$ cat src/hw/rtl/ace_pkg.sv
// shared types, codes and defaults of the ansi csi console engine
`default_nettype none
package ace_pkg;

    localparam int MAX_ARGS_DEF   = 15;
    localparam int MAX_DIGITS_DEF = 4;
    localparam int QUEUE_DEPTH    = 4;

    localparam logic [7:0] COLS_RESET = 8'd80;
    localparam logic [7:0] ROWS_RESET = 8'd25;
    localparam logic [6:0] ATTR_RESET = 7'h07;

    // configuration register indexes
    localparam logic [7:0] REG_COLUMNS = 8'd0;
    localparam logic [7:0] REG_ROWS    = 8'd1;

    // token kinds from the parser
    localparam logic [1:0] TOK_PEND = 2'd0;
    localparam logic [1:0] TOK_REJ  = 2'd1;
    localparam logic [1:0] TOK_EXEC = 2'd2;

    // command classes
    localparam logic [3:0] CMD_POS       = 4'd0;
    localparam logic [3:0] CMD_UP        = 4'd1;
    localparam logic [3:0] CMD_DOWN      = 4'd2;
    localparam logic [3:0] CMD_RIGHT     = 4'd3;
    localparam logic [3:0] CMD_LEFT      = 4'd4;
    localparam logic [3:0] CMD_NEXT_LINE = 4'd5;
    localparam logic [3:0] CMD_PREV_LINE = 4'd6;
    localparam logic [3:0] CMD_COLUMN    = 4'd7;
    localparam logic [3:0] CMD_ERASE_SCR = 4'd8;
    localparam logic [3:0] CMD_ERASE_LN  = 4'd9;
    localparam logic [3:0] CMD_SGR       = 4'd10;
    localparam logic [3:0] CMD_SHOW      = 4'd11;
    localparam logic [3:0] CMD_HIDE      = 4'd12;
    localparam logic [3:0] CMD_NOP       = 4'd13;
    localparam logic [3:0] CMD_REPORT    = 4'd14;
    localparam logic [3:0] CMD_BAD       = 4'd15;

    localparam logic [1:0] PREFIX_NONE  = 2'd0;
    localparam logic [1:0] PREFIX_QUERY = 2'd1;
    localparam logic [1:0] PREFIX_EQ    = 2'd2;

    localparam logic [1:0] STATUS_PEND = 2'd0;
    localparam logic [1:0] STATUS_EXEC = 2'd1;
    localparam logic [1:0] STATUS_REJ  = 2'd2;

    localparam logic [2:0] CLR_NONE = 3'd0;
    localparam logic [2:0] CLR_SCR  = 3'd1;
    localparam logic [2:0] CLR_LN   = 3'd4;

    typedef struct packed {
        logic [7:0] cols;
        logic [7:0] rows;
    } screen_cfg_t;

endpackage
`default_nettype wire

$ cat src/hw/rtl/ace_ifs.sv
// stream and configuration interfaces of the console engine
`default_nettype none
interface ace_char_if;
    logic        valid;
    logic        ready;
    logic [15:0] ch;
    modport source (output valid, output ch, input ready);
    modport sink (input valid, input ch, output ready);
endinterface

interface ace_result_if;
    logic       valid;
    logic       ready;
    logic [1:0] status;
    logic [7:0] cursor_row;
    logic [7:0] cursor_col;
    logic [6:0] text_attr;
    logic       cursor_visible;
    logic [2:0] clear_op;
    logic       report_valid;
    modport source (output valid, output status, output cursor_row, output cursor_col,
                    output text_attr, output cursor_visible, output clear_op,
                    output report_valid, input ready);
    modport sink (input valid, input status, input cursor_row, input cursor_col,
                  input text_attr, input cursor_visible, input clear_op,
                  input report_valid, output ready);
endinterface

interface ace_cfg_if;
    logic       valid;
    logic       ready;
    logic [7:0] index;
    logic [7:0] data;
    modport source (output valid, output index, output data, input ready);
    modport sink (input valid, input index, input data, output ready);
endinterface
`default_nettype wire

$ cat src/hw/rtl/ace_fifo.sv
// small register queue between parser and executor
`default_nettype none
module ace_fifo #(
    parameter int WIDTH = 8,
    parameter int DEPTH = ace_pkg::QUEUE_DEPTH
) (
    input  wire logic             clk,
    input  wire logic             rst_n,
    input  wire logic             push,
    input  wire logic [WIDTH-1:0] push_data,
    output logic                  full,
    input  wire logic             pop,
    output logic [WIDTH-1:0]      pop_data,
    output logic                  empty
);
    localparam int PW = (DEPTH > 1) ? $clog2(DEPTH) : 1;
    localparam int CW = $clog2(DEPTH + 1);

    logic [WIDTH-1:0] mem_reg [DEPTH];
    logic [PW-1:0]    wr_reg, wr_next, rd_reg, rd_next;
    logic [CW-1:0]    count_reg, count_next;
    logic             do_push, do_pop;

    assign full     = (count_reg == CW'(DEPTH));
    assign empty    = (count_reg == '0);
    assign do_push  = push && !full;
    assign do_pop   = pop && !empty;
    assign pop_data = mem_reg[rd_reg];

    always_comb
    begin
        wr_next = wr_reg;
        rd_next = rd_reg;
        if (do_push)
        begin
            wr_next = (wr_reg == PW'(DEPTH - 1)) ? '0 : wr_reg + 1'b1;
        end
        if (do_pop)
        begin
            rd_next = (rd_reg == PW'(DEPTH - 1)) ? '0 : rd_reg + 1'b1;
        end
        count_next = count_reg;
        if (do_push && !do_pop)
        begin
            count_next = count_reg + 1'b1;
        end
        else if (do_pop && !do_push)
        begin
            count_next = count_reg - 1'b1;
        end
    end

    always_ff @(posedge clk or negedge rst_n)
    begin
        if (!rst_n)
        begin
            wr_reg    <= '0;
            rd_reg    <= '0;
            count_reg <= '0;
        end
        else
        begin
            wr_reg    <= wr_next;
            rd_reg    <= rd_next;
            count_reg <= count_next;
        end
    end

    always_ff @(posedge clk)
    begin
        if (do_push)
        begin
            mem_reg[wr_reg] <= push_data;
        end
    end
endmodule
`default_nettype wire

$ cat src/hw/rtl/ace_front.sv
// parser: takes characters, gathers arguments and classifies the command
`default_nettype none
module ace_front #(
    parameter int MAX_ARGS   = ace_pkg::MAX_ARGS_DEF,
    parameter int MAX_DIGITS = ace_pkg::MAX_DIGITS_DEF,
    localparam int IDX_W = $clog2(MAX_ARGS),
    localparam int CNT_W = $clog2(MAX_ARGS + 1),
    localparam int ARG_W = $clog2(10 ** MAX_DIGITS),
    localparam int TOK_W = 9 + IDX_W + ARG_W + CNT_W
) (
    input  wire logic  clk,
    input  wire logic  rst_n,
    ace_char_if.sink   char_in,
    output logic       push,
    output logic [TOK_W-1:0] push_data,
    input  wire logic  full
);
    localparam int DC_W = $clog2(MAX_DIGITS + 1);

    localparam logic [1:0] PH_START = 2'd0;
    localparam logic [1:0] PH_PARSE = 2'd1;
    localparam logic [1:0] PH_NUM   = 2'd2;

    localparam logic [15:0] CH_LBRACK = 16'h005B;
    localparam logic [15:0] CH_QUERY  = 16'h003F;
    localparam logic [15:0] CH_EQ     = 16'h003D;
    localparam logic [15:0] CH_SEMI   = 16'h003B;
    localparam logic [15:0] CH_ZERO   = 16'h0030;
    localparam logic [15:0] CH_NINE   = 16'h0039;

    typedef struct packed {
        logic [1:0]       kind;
        logic [3:0]       cmd;
        logic [1:0]       prefix;
        logic             we;
        logic [IDX_W-1:0] widx;
        logic [ARG_W-1:0] wval;
        logic [CNT_W-1:0] cnt;
    } token_t;

    function automatic logic [3:0] classify(input logic [15:0] c);
        logic [3:0] k;
        case (c)
            16'h0048, 16'h0066: k = ace_pkg::CMD_POS;
            16'h0041: k = ace_pkg::CMD_UP;
            16'h0042: k = ace_pkg::CMD_DOWN;
            16'h0043: k = ace_pkg::CMD_RIGHT;
            16'h0044: k = ace_pkg::CMD_LEFT;
            16'h0045: k = ace_pkg::CMD_NEXT_LINE;
            16'h0046: k = ace_pkg::CMD_PREV_LINE;
            16'h0047: k = ace_pkg::CMD_COLUMN;
            16'h004A: k = ace_pkg::CMD_ERASE_SCR;
            16'h004B: k = ace_pkg::CMD_ERASE_LN;
            16'h006D: k = ace_pkg::CMD_SGR;
            16'h0068: k = ace_pkg::CMD_SHOW;
            16'h006C: k = ace_pkg::CMD_HIDE;
            16'h0073, 16'h0075: k = ace_pkg::CMD_NOP;
            16'h006E: k = ace_pkg::CMD_REPORT;
            default: k = ace_pkg::CMD_BAD;
        endcase
        return k;
    endfunction

    logic [1:0]       phase_reg, phase_next;
    logic [CNT_W-1:0] cnt_reg, cnt_next, cnt_inc;
    logic [DC_W-1:0]  dcnt_reg, dcnt_next;
    logic [1:0]       prefix_reg, prefix_next;
    logic [ARG_W-1:0] acc_reg, acc_next;
    logic [ARG_W-1:0] digit;
    logic [ARG_W+3:0] acc_mul;
    logic [3:0]       cmd;
    logic             is_digit, accept;
    token_t           tok;

    assign char_in.ready = !full;
    assign accept    = char_in.valid && !full;
    assign push      = accept;
    assign push_data = tok;

    assign is_digit = (char_in.ch >= CH_ZERO) && (char_in.ch <= CH_NINE);
    assign digit    = ARG_W'(char_in.ch[3:0]);
    assign acc_mul  = (ARG_W + 4)'(acc_reg) * (ARG_W + 4)'(10) + (ARG_W + 4)'(digit);
    assign cnt_inc  = cnt_reg + 1'b1;
    assign cmd      = classify(char_in.ch);

    always_comb
    begin
        phase_next  = phase_reg;
        cnt_next    = cnt_reg;
        dcnt_next   = dcnt_reg;
        prefix_next = prefix_reg;
        acc_next    = acc_reg;
        tok.kind    = ace_pkg::TOK_PEND;
        tok.cmd     = cmd;
        tok.prefix  = prefix_reg;
        tok.we      = 1'b0;
        tok.widx    = cnt_reg[IDX_W-1:0];
        tok.wval    = acc_reg;
        tok.cnt     = cnt_reg;
        if (char_in.ch != 16'h0000)
        begin
            unique case (phase_reg)
                PH_START:
                begin
                    if (char_in.ch == CH_LBRACK)
                    begin
                        phase_next = PH_PARSE;
                    end
                    else
                    begin
                        tok.kind = ace_pkg::TOK_REJ;
                    end
                end
                PH_PARSE:
                begin
                    if (is_digit)
                    begin
                        phase_next = PH_NUM;
                        dcnt_next  = DC_W'(1);
                        acc_next   = digit;
                    end
                    else if (char_in.ch == CH_QUERY)
                    begin
                        prefix_next = ace_pkg::PREFIX_QUERY;
                    end
                    else if (char_in.ch == CH_EQ)
                    begin
                        prefix_next = ace_pkg::PREFIX_EQ;
                    end
                    else
                    begin
                        tok.kind = (cmd == ace_pkg::CMD_BAD) ? ace_pkg::TOK_REJ
                                                             : ace_pkg::TOK_EXEC;
                    end
                end
                PH_NUM:
                begin
                    if (is_digit)
                    begin
                        if (dcnt_reg < DC_W'(MAX_DIGITS))
                        begin
                            acc_next  = acc_mul[ARG_W-1:0];
                            dcnt_next = dcnt_reg + 1'b1;
                        end
                        else
                        begin
                            tok.kind = ace_pkg::TOK_REJ;
                        end
                    end
                    else if (char_in.ch == CH_SEMI)
                    begin
                        dcnt_next = '0;
                        acc_next  = '0;
                        cnt_next  = cnt_inc;
                        if (cnt_inc >= CNT_W'(MAX_ARGS))
                        begin
                            tok.kind = ace_pkg::TOK_REJ;
                        end
                        else
                        begin
                            tok.we = 1'b1;
                        end
                    end
                    else
                    begin
                        tok.we   = 1'b1;
                        tok.cnt  = cnt_inc;
                        tok.kind = (cmd == ace_pkg::CMD_BAD) ? ace_pkg::TOK_REJ
                                                             : ace_pkg::TOK_EXEC;
                    end
                end
                default:
                begin
                    phase_next = PH_START;
                end
            endcase
            // any verdict ends the sequence
            if (tok.kind != ace_pkg::TOK_PEND)
            begin
                phase_next  = PH_START;
                cnt_next    = '0;
                dcnt_next   = '0;
                prefix_next = ace_pkg::PREFIX_NONE;
            end
        end
    end

    always_ff @(posedge clk or negedge rst_n)
    begin
        if (!rst_n)
        begin
            phase_reg  <= PH_START;
            cnt_reg    <= '0;
            dcnt_reg   <= '0;
            prefix_reg <= ace_pkg::PREFIX_NONE;
        end
        else if (accept)
        begin
            phase_reg  <= phase_next;
            cnt_reg    <= cnt_next;
            dcnt_reg   <= dcnt_next;
            prefix_reg <= prefix_next;
        end
    end

    always_ff @(posedge clk)
    begin
        if (accept)
        begin
            acc_reg <= acc_next;
        end
    end
endmodule
`default_nettype wire

$ cat src/hw/rtl/ace_back.sv
// executor: applies commands to cursor, attribute and visibility state
`default_nettype none
module ace_back #(
    parameter int MAX_ARGS   = ace_pkg::MAX_ARGS_DEF,
    parameter int MAX_DIGITS = ace_pkg::MAX_DIGITS_DEF,
    localparam int IDX_W = $clog2(MAX_ARGS),
    localparam int CNT_W = $clog2(MAX_ARGS + 1),
    localparam int ARG_W = $clog2(10 ** MAX_DIGITS),
    localparam int TOK_W = 9 + IDX_W + ARG_W + CNT_W
) (
    input  wire logic              clk,
    input  wire logic              rst_n,
    input  wire ace_pkg::screen_cfg_t cfg,
    output logic                   pop,
    input  wire logic [TOK_W-1:0]  pop_data,
    input  wire logic              empty,
    ace_result_if.source           result
);
    localparam int SW = ((ARG_W > 8) ? ARG_W : 8) + 1;

    localparam logic [1:0] ST_IDLE = 2'd0;
    localparam logic [1:0] ST_WALK = 2'd1;
    localparam logic [1:0] ST_EMIT = 2'd2;

    typedef struct packed {
        logic [1:0]       kind;
        logic [3:0]       cmd;
        logic [1:0]       prefix;
        logic             we;
        logic [IDX_W-1:0] widx;
        logic [ARG_W-1:0] wval;
        logic [CNT_W-1:0] cnt;
    } token_t;

    function automatic logic [6:0] sgr_apply(input logic [6:0] a, input logic [31:0] v);
        logic [3:0] fg;
        logic [2:0] bg;
        logic [6:0] r;
        case (v[2:0])
            3'd0: fg = 4'h0;
            3'd1: fg = 4'h4;
            3'd2: fg = 4'h2;
            3'd3: fg = 4'he;
            3'd4: fg = 4'h1;
            3'd5: fg = 4'h5;
            3'd6: fg = 4'h3;
            default: fg = 4'hf;
        endcase
        // the color index is v minus a multiple of ten; rebase by the tens range
        case (v) inside
            [32'd30:32'd37]:   fg = sgr_fg(v - 32'd30);
            [32'd90:32'd97]:   fg = sgr_fg(v - 32'd90);
            default: ;
        endcase
        bg = 3'd0;
        case (v) inside
            [32'd40:32'd47]:   bg = sgr_bg(v - 32'd40);
            [32'd100:32'd107]: bg = sgr_bg(v - 32'd100);
            default: ;
        endcase
        case (v) inside
            32'd0:                             r = ace_pkg::ATTR_RESET;
            32'd1:                             r = a | 7'h08;
            32'd2, 32'd22:                     r = a & ~7'h08;
            32'd7, 32'd27:                     r = ~a;
            [32'd30:32'd37]:                   r = (a & 7'h78) | {3'd0, fg};
            32'd39:                            r = (a & 7'h70) | 7'h07;
            [32'd40:32'd47], [32'd100:32'd107]: r = (a & 7'h0f) | {bg, 4'h0};
            32'd49:                            r = a & 7'h0f;
            [32'd90:32'd97]:                   r = (a & 7'h70) | 7'h08 | {3'd0, fg};
            default:                           r = a;
        endcase
        return r;
    endfunction

    function automatic logic [3:0] sgr_fg(input logic [31:0] i);
        logic [3:0] f;
        case (i[2:0])
            3'd0: f = 4'h0;
            3'd1: f = 4'h4;
            3'd2: f = 4'h2;
            3'd3: f = 4'he;
            3'd4: f = 4'h1;
            3'd5: f = 4'h5;
            3'd6: f = 4'h3;
            default: f = 4'hf;
        endcase
        return f;
    endfunction

    function automatic logic [2:0] sgr_bg(input logic [31:0] i);
        logic [2:0] b;
        case (i[2:0])
            3'd0: b = 3'd0;
            3'd1: b = 3'd4;
            3'd2: b = 3'd2;
            3'd3: b = 3'd6;
            3'd4: b = 3'd1;
            3'd5: b = 3'd5;
            3'd6: b = 3'd3;
            default: b = 3'd7;
        endcase
        return b;
    endfunction

    token_t           tok;
    logic [1:0]       state_reg, state_next;
    logic [ARG_W-1:0] arg_reg [MAX_ARGS];
    logic [IDX_W-1:0] wi_reg, wi_next;
    logic [CNT_W-1:0] wcnt_reg, wcnt_next;
    logic [7:0]       row_reg, row_next, col_reg, col_next;
    logic [6:0]       attr_reg, attr_next;
    logic             vis_reg, vis_next;

    logic             ovalid_reg, ovalid_next;
    logic [1:0]       ostatus_reg, ostatus_next;
    logic [7:0]       orow_reg, orow_next, ocol_reg, ocol_next;
    logic [6:0]       oattr_reg, oattr_next;
    logic             ovis_reg, ovis_next;
    logic [2:0]       oclr_reg, oclr_next;
    logic             orep_reg, orep_next;

    logic             slot_free, take;
    logic [ARG_W-1:0] a0, a1;
    logic [SW-1:0]    d, g, rowx, colx, effr, effc, lastr, lastc, tr, tc;
    logic [7:0]       effr8, effc8;
    logic             move, rej;
    logic [1:0]       st;
    logic [2:0]       clr;
    logic             rep;

    assign tok       = token_t'(pop_data);
    assign slot_free = !ovalid_reg || result.ready;
    assign take      = (state_reg == ST_IDLE) && !empty && slot_free;
    assign pop       = take;

    assign a0 = (tok.we && tok.widx == IDX_W'(0)) ? tok.wval : arg_reg[0];
    assign a1 = (tok.we && tok.widx == IDX_W'(1)) ? tok.wval : arg_reg[1];

    assign effr8 = (cfg.rows == 8'd0) ? 8'd1 : cfg.rows;
    assign effc8 = (cfg.cols == 8'd0) ? 8'd1 : cfg.cols;
    assign effr  = SW'(effr8);
    assign effc  = SW'(effc8);
    assign lastr = effr - 1'b1;
    assign lastc = effc - 1'b1;
    assign rowx  = SW'(row_reg);
    assign colx  = SW'(col_reg);
    assign g     = (d > '0) ? d - 1'b1 : '0;

    // command decode for the token at the head of the queue
    always_comb
    begin
        d    = SW'(1);
        rej  = 1'b0;
        move = 1'b0;
        tr   = rowx;
        tc   = colx;
        clr  = ace_pkg::CLR_NONE;
        rep  = 1'b0;
        vis_next = vis_reg;
        if (tok.cnt == CNT_W'(1))
        begin
            d = SW'(a0);
        end
        else if (tok.cnt != '0 && tok.cmd >= ace_pkg::CMD_UP &&
                 tok.cmd <= ace_pkg::CMD_COLUMN)
        begin
            rej = 1'b1;
        end
        unique case (tok.cmd)
            ace_pkg::CMD_POS:
            begin
                move = 1'b1;
                if (tok.cnt == '0)
                begin
                    tr = '0;
                    tc = '0;
                end
                else if (tok.cnt == CNT_W'(2))
                begin
                    tr = SW'(a0);
                    tc = SW'(a1);
                end
                else
                begin
                    rej = 1'b1;
                end
            end
            ace_pkg::CMD_UP:
            begin
                move = 1'b1;
                tr = (rowx > d) ? rowx - d : '0;
            end
            ace_pkg::CMD_DOWN:
            begin
                move = 1'b1;
                tr = (rowx + d < lastr) ? rowx + d : lastr;
            end
            ace_pkg::CMD_RIGHT:
            begin
                move = 1'b1;
                tc = (colx + d < lastc) ? colx + d : lastc;
            end
            ace_pkg::CMD_LEFT:
            begin
                move = 1'b1;
                tc = (colx > d) ? colx - d : '0;
            end
            ace_pkg::CMD_NEXT_LINE:
            begin
                move = 1'b1;
                tc = '0;
                tr = (rowx + d < lastr) ? rowx + d : lastr;
            end
            ace_pkg::CMD_PREV_LINE:
            begin
                move = 1'b1;
                tc = '0;
                tr = (rowx > d) ? rowx - d : '0;
            end
            ace_pkg::CMD_COLUMN:
            begin
                move = 1'b1;
                tc = (g < lastc) ? g : lastc;
            end
            ace_pkg::CMD_ERASE_SCR, ace_pkg::CMD_ERASE_LN:
            begin
                if (tok.cnt != '0 && a0 > ARG_W'(2))
                begin
                    rej = 1'b1;
                end
                else
                begin
                    clr = ((tok.cnt == '0) ? 3'd0 : a0[2:0]) +
                          ((tok.cmd == ace_pkg::CMD_ERASE_SCR) ? ace_pkg::CLR_SCR
                                                               : ace_pkg::CLR_LN);
                end
            end
            ace_pkg::CMD_SGR:
            begin
                rej = (tok.cnt == '0);
            end
            ace_pkg::CMD_SHOW, ace_pkg::CMD_HIDE:
            begin
                if (tok.prefix == ace_pkg::PREFIX_QUERY && tok.cnt == CNT_W'(1) &&
                    a0 == ARG_W'(25))
                begin
                    vis_next = (tok.cmd == ace_pkg::CMD_SHOW);
                end
            end
            ace_pkg::CMD_NOP:
            begin
            end
            ace_pkg::CMD_REPORT:
            begin
                if (tok.cnt == CNT_W'(1) && a0 == ARG_W'(6))
                begin
                    rep = 1'b1;
                end
                else
                begin
                    rej = 1'b1;
                end
            end
            ace_pkg::CMD_BAD:
            begin
                rej = 1'b1;
            end
            default:
            begin
                rej = 1'b1;
            end
        endcase
        if (rej)
        begin
            move = 1'b0;
            clr  = ace_pkg::CLR_NONE;
            rep  = 1'b0;
            vis_next = vis_reg;
        end
        st = rej ? ace_pkg::STATUS_REJ : ace_pkg::STATUS_EXEC;
    end

    always_comb
    begin
        state_next   = state_reg;
        wi_next      = wi_reg;
        wcnt_next    = wcnt_reg;
        row_next     = row_reg;
        col_next     = col_reg;
        attr_next    = attr_reg;
        ovalid_next  = ovalid_reg && !result.ready;
        ostatus_next = ostatus_reg;
        orow_next    = orow_reg;
        ocol_next    = ocol_reg;
        oattr_next   = oattr_reg;
        ovis_next    = ovis_reg;
        oclr_next    = oclr_reg;
        orep_next    = orep_reg;
        unique case (state_reg)
            ST_IDLE:
            begin
                if (take)
                begin
                    ovalid_next  = 1'b1;
                    oclr_next    = ace_pkg::CLR_NONE;
                    orep_next    = 1'b0;
                    ostatus_next = ace_pkg::STATUS_PEND;
                    if (tok.kind == ace_pkg::TOK_REJ)
                    begin
                        ostatus_next = ace_pkg::STATUS_REJ;
                    end
                    else if (tok.kind == ace_pkg::TOK_EXEC)
                    begin
                        if (tok.cmd == ace_pkg::CMD_SGR && !rej)
                        begin
                            ovalid_next = 1'b0;
                            wi_next     = '0;
                            wcnt_next   = tok.cnt;
                            state_next  = ST_WALK;
                        end
                        else
                        begin
                            ostatus_next = st;
                            oclr_next    = clr;
                            orep_next    = rep;
                            if (move && tc < effc && tr < effr)
                            begin
                                row_next = tr[7:0];
                                col_next = tc[7:0];
                            end
                        end
                    end
                    orow_next  = row_next;
                    ocol_next  = col_next;
                    oattr_next = attr_reg;
                    ovis_next  = (tok.kind == ace_pkg::TOK_EXEC) ? vis_next : vis_reg;
                end
            end
            ST_WALK:
            begin
                // one stored argument per cycle
                attr_next = sgr_apply(attr_reg, 32'(arg_reg[wi_reg]));
                if (CNT_W'(wi_reg) + 1'b1 == wcnt_reg)
                begin
                    state_next = ST_EMIT;
                end
                else
                begin
                    wi_next = wi_reg + 1'b1;
                end
            end
            ST_EMIT:
            begin
                if (slot_free)
                begin
                    ovalid_next  = 1'b1;
                    ostatus_next = ace_pkg::STATUS_EXEC;
                    orow_next    = row_reg;
                    ocol_next    = col_reg;
                    oattr_next   = attr_reg;
                    ovis_next    = vis_reg;
                    oclr_next    = ace_pkg::CLR_NONE;
                    orep_next    = 1'b0;
                    state_next   = ST_IDLE;
                end
            end
            default:
            begin
                state_next = ST_IDLE;
            end
        endcase
    end

    always_ff @(posedge clk or negedge rst_n)
    begin
        if (!rst_n)
        begin
            state_reg  <= ST_IDLE;
            row_reg    <= '0;
            col_reg    <= '0;
            attr_reg   <= ace_pkg::ATTR_RESET;
            vis_reg    <= 1'b1;
            ovalid_reg <= 1'b0;
        end
        else
        begin
            state_reg  <= state_next;
            row_reg    <= row_next;
            col_reg    <= col_next;
            attr_reg   <= attr_next;
            vis_reg    <= (take && tok.kind == ace_pkg::TOK_EXEC) ? vis_next : vis_reg;
            ovalid_reg <= ovalid_next;
        end
    end

    always_ff @(posedge clk)
    begin
        wi_reg      <= wi_next;
        wcnt_reg    <= wcnt_next;
        ostatus_reg <= ostatus_next;
        orow_reg    <= orow_next;
        ocol_reg    <= ocol_next;
        oattr_reg   <= oattr_next;
        ovis_reg    <= ovis_next;
        oclr_reg    <= oclr_next;
        orep_reg    <= orep_next;
        if (take && tok.we)
        begin
            arg_reg[tok.widx] <= tok.wval;
        end
    end

    assign result.valid          = ovalid_reg;
    assign result.status         = ostatus_reg;
    assign result.cursor_row     = orow_reg;
    assign result.cursor_col     = ocol_reg;
    assign result.text_attr      = oattr_reg;
    assign result.cursor_visible = ovis_reg;
    assign result.clear_op       = oclr_reg;
    assign result.report_valid   = orep_reg;
endmodule
`default_nettype wire

$ cat src/hw/rtl/ansi_csi_console_engine.sv
// top level: parser, command queue, executor and screen size registers
// a non-sgr character's result is registered in the cycle after the executor takes it
// throughput: one character per cycle while the queue is not full; an sgr command passes
// through the executor's idle, walk and emit states, walking the stored arguments one per cycle
// reset: cursor at 0,0, attribute 0x07, cursor shown, 80 columns, 25 rows, parser idle
`default_nettype none
module ansi_csi_console_engine #(
    parameter int MAX_ARGS   = ace_pkg::MAX_ARGS_DEF,
    parameter int MAX_DIGITS = ace_pkg::MAX_DIGITS_DEF
) (
    input  wire logic    clk,
    input  wire logic    rst_n,
    ace_cfg_if.sink      cfg,
    ace_char_if.sink     char_in,
    ace_result_if.source result
);
    localparam int IDX_W = $clog2(MAX_ARGS);
    localparam int CNT_W = $clog2(MAX_ARGS + 1);
    localparam int ARG_W = $clog2(10 ** MAX_DIGITS);
    localparam int TOK_W = 9 + IDX_W + ARG_W + CNT_W;

    ace_pkg::screen_cfg_t scr_reg;
    logic             push, full, pop, empty;
    logic [TOK_W-1:0] push_data, pop_data;

    assign cfg.ready = 1'b1;

    always_ff @(posedge clk or negedge rst_n)
    begin
        if (!rst_n)
        begin
            scr_reg.cols <= ace_pkg::COLS_RESET;
            scr_reg.rows <= ace_pkg::ROWS_RESET;
        end
        else if (cfg.valid)
        begin
            if (cfg.index == ace_pkg::REG_COLUMNS)
            begin
                scr_reg.cols <= cfg.data;
            end
            else if (cfg.index == ace_pkg::REG_ROWS)
            begin
                scr_reg.rows <= cfg.data;
            end
        end
    end

    ace_front #(
        .MAX_ARGS   (MAX_ARGS),
        .MAX_DIGITS (MAX_DIGITS)
    ) u_front (
        .clk       (clk),
        .rst_n     (rst_n),
        .char_in   (char_in),
        .push      (push),
        .push_data (push_data),
        .full      (full)
    );

    ace_fifo #(
        .WIDTH (TOK_W),
        .DEPTH (ace_pkg::QUEUE_DEPTH)
    ) u_queue (
        .clk       (clk),
        .rst_n     (rst_n),
        .push      (push),
        .push_data (push_data),
        .full      (full),
        .pop       (pop),
        .pop_data  (pop_data),
        .empty     (empty)
    );

    ace_back #(
        .MAX_ARGS   (MAX_ARGS),
        .MAX_DIGITS (MAX_DIGITS)
    ) u_back (
        .clk      (clk),
        .rst_n    (rst_n),
        .cfg      (scr_reg),
        .pop      (pop),
        .pop_data (pop_data),
        .empty    (empty),
        .result   (result)
    );
endmodule
`default_nettype wire

$ cat src/flat_wrapper.sv
// flat-port wrapper written by rule: the top's interface ports become plain ports
module ansi_csi_console_engine_flat 
#(
    parameter int MAX_ARGS   = ace_pkg::MAX_ARGS_DEF,
    parameter int MAX_DIGITS = ace_pkg::MAX_DIGITS_DEF
)
  (clk, rst_n, cfg_valid, cfg_index, cfg_data, cfg_ready, char_in_valid, char_in_ch, char_in_ready, result_valid, result_status, result_cursor_row, result_cursor_col, result_text_attr, result_cursor_visible, result_clear_op, result_report_valid, result_ready);
  ace_cfg_if cfg_i ();
  ace_char_if char_in_i ();
  ace_result_if result_i ();
  input  wire logic clk;
  input  wire logic rst_n;
  input wire logic [$bits(cfg_i.valid)-1:0] cfg_valid;
  input wire logic [$bits(cfg_i.index)-1:0] cfg_index;
  input wire logic [$bits(cfg_i.data)-1:0] cfg_data;
  output wire logic [$bits(cfg_i.ready)-1:0] cfg_ready;
  input wire logic [$bits(char_in_i.valid)-1:0] char_in_valid;
  input wire logic [$bits(char_in_i.ch)-1:0] char_in_ch;
  output wire logic [$bits(char_in_i.ready)-1:0] char_in_ready;
  output wire logic [$bits(result_i.valid)-1:0] result_valid;
  output wire logic [$bits(result_i.status)-1:0] result_status;
  output wire logic [$bits(result_i.cursor_row)-1:0] result_cursor_row;
  output wire logic [$bits(result_i.cursor_col)-1:0] result_cursor_col;
  output wire logic [$bits(result_i.text_attr)-1:0] result_text_attr;
  output wire logic [$bits(result_i.cursor_visible)-1:0] result_cursor_visible;
  output wire logic [$bits(result_i.clear_op)-1:0] result_clear_op;
  output wire logic [$bits(result_i.report_valid)-1:0] result_report_valid;
  input wire logic [$bits(result_i.ready)-1:0] result_ready;
  assign cfg_i.valid = cfg_valid;
  assign cfg_i.index = cfg_index;
  assign cfg_i.data = cfg_data;
  assign cfg_ready = cfg_i.ready;
  assign char_in_i.valid = char_in_valid;
  assign char_in_i.ch = char_in_ch;
  assign char_in_ready = char_in_i.ready;
  assign result_valid = result_i.valid;
  assign result_status = result_i.status;
  assign result_cursor_row = result_i.cursor_row;
  assign result_cursor_col = result_i.cursor_col;
  assign result_text_attr = result_i.text_attr;
  assign result_cursor_visible = result_i.cursor_visible;
  assign result_clear_op = result_i.clear_op;
  assign result_report_valid = result_i.report_valid;
  assign result_i.ready = result_ready;
  ansi_csi_console_engine #(.MAX_ARGS(MAX_ARGS), .MAX_DIGITS(MAX_DIGITS)) u_core (.clk(clk), .rst_n(rst_n), .cfg(cfg_i), .char_in(char_in_i), .result(result_i));
endmodule
$ cat config.mk
export PLATFORM = sky130hd
export DESIGN_NAME = ansi_csi_console_engine_flat
export DESIGN_NICKNAME = d
export VERILOG_FILES = /design/src/hw/rtl/ace_pkg.sv /design/src/hw/rtl/ace_ifs.sv /design/src/hw/rtl/ace_fifo.sv /design/src/hw/rtl/ace_front.sv /design/src/hw/rtl/ace_back.sv /design/src/hw/rtl/ansi_csi_console_engine.sv /design/src/flat_wrapper.sv
export SDC_FILE = /design/constraint.sdc
export NUM_CORES = 1
export LEC_CHECK = 0
export ABC_CLOCK_PERIOD_IN_PS = 19200
export BUFFER_PORTS_ARGS = -buffer_cell sky130_fd_sc_hd__buf_4
export CAP_MARGIN = 20
export CELL_PAD_IN_SITES_DETAIL_PLACEMENT = 1
export CELL_PAD_IN_SITES_GLOBAL_PLACEMENT = 2
export CORE_MARGIN = 3
export CORE_UTILIZATION = 48
export DETAILED_ROUTE_END_ITERATION = 12
export HOLD_SLACK_MARGIN = 0.12
export PLACE_DENSITY_LB_ADDON = 0.1
export SETUP_SLACK_MARGIN = 0.3
export SYNTH_ARGS = -nofsm -noshare
export SYNTH_HDL_FRONTEND = slang
export SYNTH_SLANG_ARGS = --single-unit
$ cat constraint.sdc
create_clock -name clk -period 19.2 [get_ports clk]
set_input_delay 0.96 -clock clk [delete_from_list [all_inputs] [get_ports clk]]
set_output_delay 0.96 -clock clk [all_outputs]
set_load 0.005 [all_outputs]
==> run metrics <==
die width=235.7 µm; synthesized area=0.02532 mm²; initial DRC count=1828; CP Class=flop to flop; Final setup viols=0; largest net degree at the start of global routing=62; Synth area leaders=edfxtp_1, ha_1, mux4_2; Slowest-stage cell, CP=nor2_2; root buffer cell=clkbuf_16; Worst path max stage delay=0.75 ns; Wirelength per Cell=26.82 µm; RSZ-0062 raised after global routing=false; Final Skew=0.01850 ns; top-area cell type share of the netlist area=47.44%; CP startpoint kind=flop; Synth Area in Simple Gates=12.89%; Final Hold Vio Count=0; Fill cells=5217; Clock Pin Slew Worst Setup and Hold Paths=0.06 ns; Tcrit/Tclk final=61.78%; post-CTS setup repair buffer count=0; Initial Utilization=48.95%; Finished Layout Cells=2834; antenna violations before repair=1; Slew HR=25.50%; area of the die=0.05554 mm²; Ports=70; number of flip-flops in the largest register=224; Worst Path Max Fanout=34; CTS buffer count=49; Fmax=84.31 MHz; Min-Delay Path Class=primary input to async pin; cell taking the most area after synthesis=edfxtp_1; worst r2r src=u_core.u_queue.rd_reg[0]; max-cap viol count=0; Gate Count Post-Synth=2035; Final ANT Viol Nets=0; post-synthesis adder-cell area fraction=6.978%; via count=17730; maximum vdd drop=85.10 µV; CTS tree=done; Lkg Pwr=10.35 nW; DRT Wirelength=76.02 mm; Final GP Congestion=0.9396; Sink Count=465; global-route wire length before repair=114.9 mm; Slew Limit Fails=0; yosys warns=0; DR vias/cell=6.255; Port Buf Inserts=68; most frequent cell after synthesis=edfxtp_1; synth-to-layout area growth=11.40%; grt total ovfl=0; post-route setup TNS=0 ns; Synth Flop Type=edfxtp_1; CTS H-tree lvls=2; drt pass-1 iters=6; top cells by count, synth=edfxtp_1, nor2_1, nand2_1; Post-synth EDFFs=400; multi-input logic area=0.01100 mm²; # rows=83; worst slew pin tran=1.110 ns; Storage cell area=0.01363 mm²; Antenna Cells=0; Post-Syn Area per Cell=12.44 µm²; Synth Area in Compound Gates=9.923%; Critical Path AT=12.21 ns; synth unique cells=102; GRT Util Overall=27.16%; register bit total from synthesis=465; Critical Path End Type=flop; clk buf depth=3; Post-CTS Resized=0; Cell Pwr Density=136.5 mW/mm²; CP Launch Point=u_core.u_queue.rd_reg[0]; Seq/Total Area, Yosys=53.83%; Post-CTS Hold Buffers=0; layout cells sized above 1=16.43%; WP data required=19.55 ns; mux share of post-synthesis cell area=10.66%; core footprint=0.05172 mm²; outcome=finished, final reports clean; vias in the first global route=18280; Placed Instances=2744; net count reported at finish=2290; die height=235.7 µm; Mapped Nets=2209; largest family of logic cells by synthesized area=simple AND/OR/NAND/NOR gates; post-synthesis xor/xnor area fraction=2.871%; ys async rst share=13.12%; residual DRC count=0; Final HPWL DP=54.78 mm; minimum clock period=11.86 ns; clock latency on the worst-skew pair=0.61 ns
[stage by stage]
| stage | utilization (%) | setup slack, ns | power [mW] | hold slack (ns) | cell area (µm²) |
|---|---|---|---|---|---|
| global route | 54.53 | 6.476 | 4.043 | 0.5059 | 28200 |
| CTS | 54.52 | 7.449 | 3.855 | 0.4920 | 28200 |
| finish | 54.53 | 7.338 | 3.850 | 0.4812 | 28200 |
| global placement | 51.34 | 7.944 | 2.829 | 0.4586 | 26550 |
| detailed placement | 51.34 | 7.516 | 2.874 | 0.4732 | 26550 |
| floorplan | - | 10.06 | 2.351 | 0.4375 | 25320 |
[kinds of logic after synthesis]
| group | after synthesis |
|---|---|
| DFF | 465 |
| and+or+nand+nor | 639 |
| xor gates and xnor gates | 83 |
| muxes | 168 |
| AOI/OAI and AO/OA | 390 |
| adders and majority gates | 137 |
| buffers and inverters | 152 |
| other | 1 |
[power by group]
group | leakage, nW | internal (mW) | switching, mW
Combinational | 5.09 | 0.491 | 0.971
Sequential | 4.46 | 1.34 | 0.0792
Clock | 0.797 | 0.562 | 0.411
[per-layer routing]
layer / track usage, % / vias up / part of all wire (%)
met5: 0 / - / 0
met4: 7.356 / 0 / 2.7
met3: 4.545 / 115 / 6.2
met2: 44.23 / 580 / 47
met1: 38.00 / 9068 / 44
li1: - / 7963 / -
[worst max-delay path, delay by kind of cell, from the launching register on]
family | cells | cell delay [ns]
muxes | 3 | 1.25
buffers and inverters | 2 | 0.78
AOI/OAI and AO/OA | 15 | 3.49
DFF | 1 | 0.48
adders and majority gates | 3 | 0.88
and+or+nand+nor | 14 | 4.66
[cells in the final DEF, fill, tap and decap left out, types with 9 or more instances in the layout]
cell type,netlist,routed
a211oi_1,17,16
a21o_1,18,18
a21oi_1,90,90
a221oi_1,9,9
a31oi_1,12,12
and2_1,17,17
and3_1,16,16
buf_4,8,105
clkbuf_16,0,49
clkinv_1,1,9
dfrtp_1,52,51
dfstp_2,9,9
edfxtp_1,400,400
ha_1,130,130
inv_1,76,76
mux2_1,9,9
mux2_2,42,42
mux2_4,10,10
mux2i_1,35,35
mux4_2,71,71
nand2_1,134,134
nand2b_1,27,27
nand3_1,52,52
nand4_1,19,19
nor2_1,175,172
nor2b_1,28,28
nor3_1,52,52
nor4_1,23,23
o211ai_1,17,17
o21a_1,12,12
o21ai_0,112,112
o21bai_1,9,9
o31ai_1,11,11
or2_2,11,11
or3_1,18,18
or4_1,17,17
xnor2_1,57,57
xor2_1,26,26
[final timing paths]
| kind | endpoint | slack (ns) | cells past startpoint |
|---|---|---|---|
| max | u_core.u_back.result.cursor_row[7] | 7.34 | 37 |
| min | u_core.scr_reg[10] | 0.48 | 1 |
| max reg2reg | u_core.u_back.result.cursor_row[7] | 7.34 | 37 |
| min reg2reg | u_core.u_back.result.text_attr[5] | 0.49 | 0 |
| max in group asynchronous | u_core.u_queue.rd_reg[0] | 17.99 | 1 |
| min in group clk | u_core.u_back.result.text_attr[5] | 0.49 | 0 |
[final cells by class]
| cell class | count | share of cell area [%] |
|---|---|---|
| clock buffer | 57 | 4.525 |
| clock inverter | 32 | 1.300 |
| inverter | 77 | 1.025 |
| multi-input combinational | 1418 | 39.00 |
| sequential | 465 | 48.34 |
| tap | 680 | 3.017 |
| timing repair buffer | 105 | 2.795 |
Note: power is estimated with default switching activity, not from simulation.
